<file path="config.mk">
export PLATFORM = sky130hd
export DESIGN_NAME = sliding_window_max_smoother
export DESIGN_NICKNAME = d
export VERILOG_FILES = /design/src/design/swm_pkg.sv /design/src/design/swm_cell.sv /design/src/design/sliding_window_max_smoother.sv
export SDC_FILE = /design/constraint.sdc
export NUM_CORES = 2
export LEC_CHECK = 0
export BUFFER_PORTS_ARGS = -buffer_cell sky130_fd_sc_hd__buf_2
export CAP_MARGIN = 40
export CELL_PAD_IN_SITES_DETAIL_PLACEMENT = 0
export CELL_PAD_IN_SITES_GLOBAL_PLACEMENT = 1
export CORE_ASPECT_RATIO = 2
export CORE_MARGIN = 2
export CORE_UTILIZATION = 47
export DETAILED_ROUTE_END_ITERATION = 7
export PLACE_DENSITY_LB_ADDON = 0.1
export SLEW_MARGIN = 20
export SYNTH_ARGS = -nofsm -noshare
export SYNTH_HDL_FRONTEND = slang
export SYNTH_HIERARCHICAL = 1
export SYNTH_SLANG_ARGS = --single-unit
export TNS_END_PERCENT = 1
</file>
<file path="constraint.sdc">
create_clock -name clk_i -period 2.7 [get_ports clk_i]
set_clock_uncertainty 0.15 [all_clocks]
set_input_delay 0.135 -clock clk_i [delete_from_list [all_inputs] [get_ports clk_i]]
set_output_delay 0.135 -clock clk_i [all_outputs]
set_load 0.05 [all_outputs]
</file>
<file path="src/design/swm_pkg.sv">
// Shared types and constants for the sliding window max smoother.
package swm_pkg;

  localparam int unsigned MAX_WINDOW = 64;
  localparam int unsigned SCORE_BITS = 16;
  localparam int unsigned POS_W      = (MAX_WINDOW > 1) ? $clog2(MAX_WINDOW) : 1;
  localparam int unsigned WIN_W      = $clog2(MAX_WINDOW + 1);
  localparam int unsigned CFG_W      = 7;
  localparam int unsigned CMP_W      = (WIN_W > CFG_W) ? WIN_W : CFG_W;

  localparam logic [CFG_W-1:0] WIN_RESET = CFG_W'(8);

  localparam logic REQ_PUSH  = 1'b0;
  localparam logic REQ_CLEAR = 1'b1;

  typedef enum logic [1:0] {
    ST_IDLE,
    ST_SWEEP,
    ST_WAIT
  } state_e;

  typedef struct packed {
    logic clr;
    logic wr;
  } cell_ctrl_t;

  typedef struct packed {
    logic                  vld;
    logic [SCORE_BITS-1:0] max;
  } token_t;

endpackage

</file>
<file path="src/design/swm_cell.sv">
// One window slot with its stage of the running-maximum chain.
module swm_cell (
  input  logic                            clk_i,
  input  logic                            rst_ni,
  input  swm_pkg::cell_ctrl_t             ctrl_i,
  input  logic [swm_pkg::SCORE_BITS-1:0]  score_i,
  input  swm_pkg::token_t                 tok_i,
  output swm_pkg::token_t                 tok_o
);

  logic [swm_pkg::SCORE_BITS-1:0] slot_q, slot_d;
  swm_pkg::token_t                tok_q, tok_d;

  always_comb begin
    slot_d = slot_q;
    if (ctrl_i.clr) begin
      slot_d = '0;
    end else if (ctrl_i.wr) begin
      slot_d = score_i;
    end
  end

  always_comb begin
    tok_d.vld = tok_i.vld;
    tok_d.max = (slot_q > tok_i.max) ? slot_q : tok_i.max;
  end

  always_ff @(posedge clk_i or negedge rst_ni) begin
    if (!rst_ni) begin
      slot_q <= '0;
      tok_q  <= '0;
    end else begin
      slot_q <= slot_d;
      tok_q  <= tok_d;
    end
  end

  assign tok_o = tok_q;

endmodule

</file>
<file path="src/design/sliding_window_max_smoother.sv">
// Sliding window maximum filter over detection scores, top level.
//
// Input channel (in_valid_i/in_ready_o): one beat carries req_type_i and
// score_i. A push stores the score in the ring at the write position; a
// clear zeroes the ring, the position and the warm flag.
// Output channel (out_valid_o/out_ready_i): one beat per input beat with
// max_score_o, the maximum over the window, and warmed_o, set once the
// write position has wrapped since the last clear.
// Config channel (cfg_valid_i/cfg_ready_o): window_size_i, 0 acts as 1 and
// values above 64 act as 64; a write also clears the window. Always ready.
// Timing: the maximum runs through a chain of 64 cells, one per cycle; a
// beat passes the start register, the cells, a pending register and the
// output register. One beat is in flight at a time.
// A finished result sits in the output register; the next input beat is
// taken while it waits, and a second result is held until the first leaves.
// Reset: all slots zero, window size 8, position and warm flag cleared.
module sliding_window_max_smoother (
  input  logic                            clk_i,
  input  logic                            rst_ni,
  input  logic                            in_valid_i,
  output logic                            in_ready_o,
  input  logic                            req_type_i,
  input  logic [swm_pkg::SCORE_BITS-1:0]  score_i,
  output logic                            out_valid_o,
  input  logic                            out_ready_i,
  output logic [swm_pkg::SCORE_BITS-1:0]  max_score_o,
  output logic                            warmed_o,
  input  logic                            cfg_valid_i,
  output logic                            cfg_ready_o,
  input  logic [swm_pkg::CFG_W-1:0]       window_size_i
);

  swm_pkg::state_e state_q, state_d;

  logic [swm_pkg::CFG_W-1:0]      win_q, win_d;
  logic [swm_pkg::POS_W-1:0]      pos_q, pos_d;
  logic                           warm_q, warm_d;
  logic                           start_q;
  logic [swm_pkg::SCORE_BITS-1:0] pend_q;
  logic                           out_valid_q, out_valid_d;
  logic [swm_pkg::SCORE_BITS-1:0] max_q;
  logic                           warmed_q;

  logic                     in_acc, cfg_acc, push_acc, clr_acc, out_load;
  logic [swm_pkg::CMP_W-1:0] win_ext, win_eff, pos_inc;

  swm_pkg::token_t    tok [swm_pkg::MAX_WINDOW+1];
  swm_pkg::cell_ctrl_t ctrl [swm_pkg::MAX_WINDOW];

  assign cfg_ready_o = 1'b1;
  assign cfg_acc     = cfg_valid_i;
  assign in_acc      = in_valid_i && in_ready_o;
  assign push_acc    = in_acc && (req_type_i == swm_pkg::REQ_PUSH);
  assign clr_acc     = in_acc && (req_type_i == swm_pkg::REQ_CLEAR);

  // effective window, clamped to 1..MAX_WINDOW
  assign win_ext = swm_pkg::CMP_W'(win_q);
  always_comb begin
    if (win_ext == '0) begin
      win_eff = swm_pkg::CMP_W'(1);
    end else if (win_ext > swm_pkg::CMP_W'(swm_pkg::MAX_WINDOW)) begin
      win_eff = swm_pkg::CMP_W'(swm_pkg::MAX_WINDOW);
    end else begin
      win_eff = win_ext;
    end
  end

  assign pos_inc = swm_pkg::CMP_W'(pos_q) + swm_pkg::CMP_W'(1);

  always_comb begin
    win_d  = win_q;
    pos_d  = pos_q;
    warm_d = warm_q;
    if (cfg_acc) begin
      win_d  = window_size_i;
      pos_d  = '0;
      warm_d = 1'b0;
    end else if (clr_acc) begin
      pos_d  = '0;
      warm_d = 1'b0;
    end else if (push_acc) begin
      if (pos_inc >= win_eff) begin
        pos_d  = '0;
        warm_d = 1'b1;
      end else begin
        pos_d = pos_inc[swm_pkg::POS_W-1:0];
      end
    end
  end

  // cell chain
  assign tok[0].vld = start_q;
  assign tok[0].max = '0;

  for (genvar k = 0; k < swm_pkg::MAX_WINDOW; k++) begin : g_cell
    assign ctrl[k].clr = clr_acc || cfg_acc;
    assign ctrl[k].wr  = push_acc && (pos_q == swm_pkg::POS_W'(k));

    swm_cell u_cell (
      .clk_i   (clk_i),
      .rst_ni  (rst_ni),
      .ctrl_i  (ctrl[k]),
      .score_i (score_i),
      .tok_i   (tok[k]),
      .tok_o   (tok[k+1])
    );
  end

  // next state
  always_comb begin
    state_d = state_q;
    unique case (state_q)
      swm_pkg::ST_IDLE: begin
        if (in_acc) begin
          state_d = swm_pkg::ST_SWEEP;
        end
      end
      swm_pkg::ST_SWEEP: begin
        if (tok[swm_pkg::MAX_WINDOW].vld) begin
          state_d = swm_pkg::ST_WAIT;
        end
      end
      swm_pkg::ST_WAIT: begin
        if (!out_valid_q || out_ready_i) begin
          state_d = swm_pkg::ST_IDLE;
        end
      end
      default: state_d = swm_pkg::ST_IDLE;
    endcase
  end

  // outputs of the state machine
  always_comb begin
    in_ready_o = 1'b0;
    out_load   = 1'b0;
    unique case (state_q)
      swm_pkg::ST_IDLE:  in_ready_o = 1'b1;
      swm_pkg::ST_SWEEP: ;
      swm_pkg::ST_WAIT:  out_load = !out_valid_q || out_ready_i;
      default: ;
    endcase
  end

  always_comb begin
    out_valid_d = out_valid_q;
    if (out_load) begin
      out_valid_d = 1'b1;
    end else if (out_ready_i) begin
      out_valid_d = 1'b0;
    end
  end

  always_ff @(posedge clk_i or negedge rst_ni) begin
    if (!rst_ni) begin
      state_q     <= swm_pkg::ST_IDLE;
      win_q       <= swm_pkg::WIN_RESET;
      pos_q       <= '0;
      warm_q      <= 1'b0;
      start_q     <= 1'b0;
      out_valid_q <= 1'b0;
    end else begin
      state_q     <= state_d;
      win_q       <= win_d;
      pos_q       <= pos_d;
      warm_q      <= warm_d;
      start_q     <= in_acc;
      out_valid_q <= out_valid_d;
    end
  end

  always_ff @(posedge clk_i) begin
    if (tok[swm_pkg::MAX_WINDOW].vld) begin
      pend_q <= tok[swm_pkg::MAX_WINDOW].max;
    end
    if (out_load) begin
      max_q    <= pend_q;
      warmed_q <= warm_q;
    end
  end

  assign out_valid_o = out_valid_q;
  assign max_score_o = max_q;
  assign warmed_o    = warmed_q;

endmodule

</file>
After elaboration in Yosys (flattened, before gate mapping)
Cells that the tools add are included. Widths: inputs -> output; s select.

Magnitude comparators: 66. Equality and inequality tests: 68. Add/subtract/negate cells: 1. Shift-type cells: 0. Div/mod/pow operators: 0. Bitwise logic cells: 1. Multipliers: 0. Mux-type cells: 210. Reduce and logical (&&, ||, !) cells: 142.

Operator list (count): $mux 16 (192); $gt 16x16->1 (63); $eq 6x6->1 const B (32); $reduce_bool 2->1 (65); $eq 6x5->1 const B (16); $logic_and 1x1->1 (67); $eq 6x4->1 const B (8); $eq 6x3->1 const B (4); $mux 6 (4); $gt 16x1->1 const B (1); $mux 7 (2); $eq 6x2->1 const B (2); $mux 1 (8); $add 6x1->7 const B (1); $ge 7x7->1 (1); $gt 7x7->1 const B (1); $logic_not 7->1 (1); $eq 6x1->1 const B (1); $logic_not 6->1 (1); $mux 2 (3); $pmux 2 s3 (1); $reduce_bool 3->1 (2); $ne 2x2->1 const B (2); $reduce_and 3->1 (1); other kinds (8) (9).

Bits in writable memories: 0. Memory bits (read-only): 0. Memories: 0. Latch bits: 0. Logic and storage cells: 689. Bits in registers: 2163.

Logic depth before layout (Yosys ltp)
Depth after elaboration: 8. Depth in mapped cells: 11. Depth with buffers taken out: 10.

By module
Netlist, hierarchy kept.

Modules (own cells, without submodules): swm_cell (times used 64, cells each 208, area each 2044.5 sq um); sliding_window_max_smoother (times used 1, cells each 239, area each 2444.8 sq um).

Least setup slack after synthesis
No wires, ideal clock.

Path type: reg-to-reg. From: reg state_q[0]. To: reg g_cell[0].u_cell/slot_q[0] (netlist bit). Buffers on the path: 2. Library setup time: 132 ps. Stages on the path, launching flop included: 7. Setup slack: -562 ps. Clock period less this slack: 3262 ps. Required time: 2418 ps. Arrival: 2980 ps. Path through: dfrtp_1 > nor2_1 > and2_1 > a21o_1 > buf_1 > clkbuf_1 > nor2_1.

RTL lines: from (decl) (RTL line sliding_window_max_smoother.sv:33) `swm_pkg::state_e state_q, state_d;`; from (signal assigned) (RTL line sliding_window_max_smoother.sv:155) `state_q <= swm_pkg::ST_IDLE;`; from (signal assigned) (RTL line sliding_window_max_smoother.sv:162) `state_q <= state_d;`; to (signal assigned) (RTL line swm_cell.sv:33) `slot_q <= slot_d;`; to (decl) (RTL line swm_cell.sv:11) `logic [swm_pkg::SCORE_BITS-1:0] slot_q, slot_d;`.

==> impl_metrics.json <==
{
  "drc": 2,
  "path_class": "reg -> reg",
  "min_period_over_period_pct": 100.6,
  "min_path_type": "in -> async",
  "place_ws_ns": -0.09499,
  "yosysWarnings": 6,
  "min_period_ns": 2.716,
  "dieArea_um2": 288100,
  "gp_congestion": 0.9343,
  "cts.sinks": 2163,
  "detail_route.vias_per_cell": 6.379,
  "max_clock_freq_ghz": 0.3681,
  "synth_top_family_by_area": "simple AND/OR/NAND/NOR gates",
  "syn-instance-count": 13550,
  "drtAntennaViolNets": 0,
  "ys_ff_latch": 2163,
  "numCtsBuffers": 213,
  "htreeDepth": 4,
  "synth-xor-area-share_pct": 0.01314,
  "clk_pin_slew_worst_paths_ns": 0.07,
  "io_pins": 49,
  "grt_pass1_vias": 115700,
  "ir_drop_mv": 0.5541,
  "synth_cell_types": 47,
  "p_per_area_nw_per_um2": 470.1,
  "drv_slew": 0,
  "synth_edf_count": 33,
  "status": "finished, violations left",
  "core_area_um2": 282100,
  "cap_violations": 0,
  "synthArstFlopShare_pct": 98.47,
  "synth_mux_area_share_pct": 7.741,
  "synth_top_area_share_pct": 39.97,
  "relSlewSlack_pct": 34.83,
  "final_common_cell": "dfrtp_1",
  "antenna_found_initial": 4,
  "power.leakage_nw": 66.10,
  "dr.pass1.iters": 8,
  "die_w_um": 380.6,
  "seq_area_frac_synth_pct": 40.73,
  "clock_path_buffers": 4,
  "clock_latency_ns": 0.93,
  "port_buffers": 47,
  "fin_ws_ns": -0.01650,
  "violations": "DRC, setup timing",
  "track_usage_pct": 31.04,
  "synth_ff_type": "dfrtp_1",
  "report.final.hold_viol_count": 0,
  "dp_hpwl_um": 320300,
  "root_buffer": "clkbuf_16",
  "cp_max_fo": 9,
  "rows": 276,
  "ys_top_cells_by_area": "dfrtp_1 (40%), ha_1 (9.7%), mux2i_1 (7.7%)",
  "synth_area_per_cell_um2": 9.836,
  "grt_pass1_wl_um": 700400,
  "layout_common_cells": "dfrtp_1 (2,126), nor2_1 (1,159), nand3_1 (1,157), inv_1 (1,088), ha_1 (1,034)",
  "synth-compound-area-share_pct": 16.55,
  "syn2layout_area_growth_pct": 13.56,
  "start_util_pct": 47.24,
  "crit_path_end_kind": "flop",
  "setup_violations": 1,
  "wl_per_cell_um": 25.61,
  "die_h_um": 757.1,
  "critPathRequiredTime_ns": 3.21,
  "synth-simple-area-share_pct": 18.64,
  "drive_gt1_share_pct": 13.99,
  "synthAdderAreaFrac_pct": 9.716,
  "cts_tree": "yes",
  "drtIter0Drc": 7861,
  "drt_wl_total_um": 454200,
  "syn_area_um2": 133300,
  "synth_top_area_cell": "dfrtp_1",
  "grt_setup_unrepaired": "yes",
  "grt_max_degree": 98,
  "cp-start-kind": "flop",
  "finalNetCount": 14880,
  "arrival_ns": 3.22,
  "fin_util_pct": 53.65,
  "grt_overflow_total": 0,
  "routed-via-count": 113100,
  "worstMarginPinSlew_ns": 0.9775,
  "r2r_slack_ns": -0.02
}
## layer usage
metal / up-vias / track usage [%] / wire [um]
li1: 51750 / - / -
met1: 56250 / 32.95 / 161000
met2: 3764 / 57.73 / 239600
met3: 1364 / 3.059 / 18200
met4: 0 / 20.94 / 35290
met5: - / 0 / 0
## synthesized netlist by cell type, types with 65 or more instances
| cell type | count |
|---|---|
| buf_4 | 66 |
| nor2_1 | 1224 |
| nand2_1 | 479 |
| nand4_1 | 130 |
| a21oi_1 | 262 |
| o211ai_1 | 960 |
| dfrtp_1 | 2129 |
| o311ai_0 | 384 |
| ha_1 | 1035 |
| o21a_1 | 65 |
| nand3_1 | 1157 |
| buf_1 | 128 |
| a21o_1 | 68 |
| mux2i_1 | 1024 |
| nand2b_1 | 73 |
| buf_2 | 66 |
| o21ai_0 | 69 |
| clkbuf_1 | 711 |
| a21oi_2 | 128 |
| o311ai_1 | 640 |
| nor4_1 | 960 |
| inv_1 | 1092 |
## sequential cells by signal, indices dropped and copies added, names as in the netlist
name and cells:
max_score_o 16, pos_q 6, warmed_o 1, state_q 2, g_cell.u_cell/slot_q 1024, pend_q 16, win_ext 7, start_q 1
out_valid_o 1, g_cell.u_cell/tok_o 1088, warm_q 1
## what timing repair did
action | CTS | global route
hold buffers | 46 | 0
pin swaps | 1 | 9
setup endpoints to repair | 31 | 252
endpoints found under the hold margin | 3062 | 0
resized for setup | 9 | 62
setup buffers | 0 | 0
## metrics by stage
step	instances	power (W)	setup TNS, ns	cell area, um2	hold slack (ns)
after floorplan	13570	0.03678	0	133400	-0.3106
after detailed placement	17310	0.03991	-0.7553	143400	0.06031
after global placement	17300	0.03978	-0.4774	143300	0.09933
final	17730	0.07115	-0.01650	151400	0.07363
after CTS	17730	0.07200	0	151200	0.01065
after global routing	17730	0.07366	-0.1226	151400	0.08950
## logic make-up (layout without fill, tap and decap cells)
| logic type | after synthesis | in the layout |
|---|---|---|
| mux | 1030 | 1030 |
| other cells | 2 | 21 |
| buf+inv | 2127 | 2538 |
| xor+xnor | 2 | 2 |
| flops | 2163 | 2163 |
| fa+ha+maj | 1035 | 1035 |
| simple gates | 4421 | 4421 |
| compound gates | 2771 | 2771 |
## worst paths after layout
path | start | end | cells after the start
setup / recovery | g_cell[38].u_cell/slot_q[13] | g_cell[38].u_cell/tok_o[12] | 7
hold / removal | rst_ni | g_cell[29].u_cell/tok_o[3] | 3
setup reg to reg | g_cell[38].u_cell/slot_q[13] | g_cell[38].u_cell/tok_o[12] | 7
hold reg to reg | g_cell[41].u_cell/tok_o[16] | g_cell[42].u_cell/tok_o[16] | 0
max in group asynchronous | rst_ni | g_cell[38].u_cell/tok_o[9] | 4
min in group clk_i | in_valid_i | start_q | 4
## critical path, cell delays in order (launching register included)
cell      delay, ns
dfrtp_1        0.41
ha_1           0.36
nand4_4        0.19
nor2_1         0.22
nand4_1        0.43
buf_6          0.30
nand3_1        0.09
o211ai_1       0.31
## power breakdown
part | switching (W) | internal (W) | leakage, nW
clock network | 0.0137 | 0.0181 | 3.57
logic | 0.00407 | 0.00186 | 34.4
registers | 0.000287 | 0.0331 | 28.1
total | 0.0180 | 0.0531 | 66.1
## layout make-up
cell class                 instances  area, um2
sequential                      2163      54300
tap                             3753       4696
multi-input combinational       9278      70660
timing repair buffer            1068      10330
fill                           25340     130800
antenna                            2      5.005
inverter                        1092       4099
clock buffer                     281       6038
clock inverter                    97       1242
Note: power is estimated with default switching activity, not from simulation.
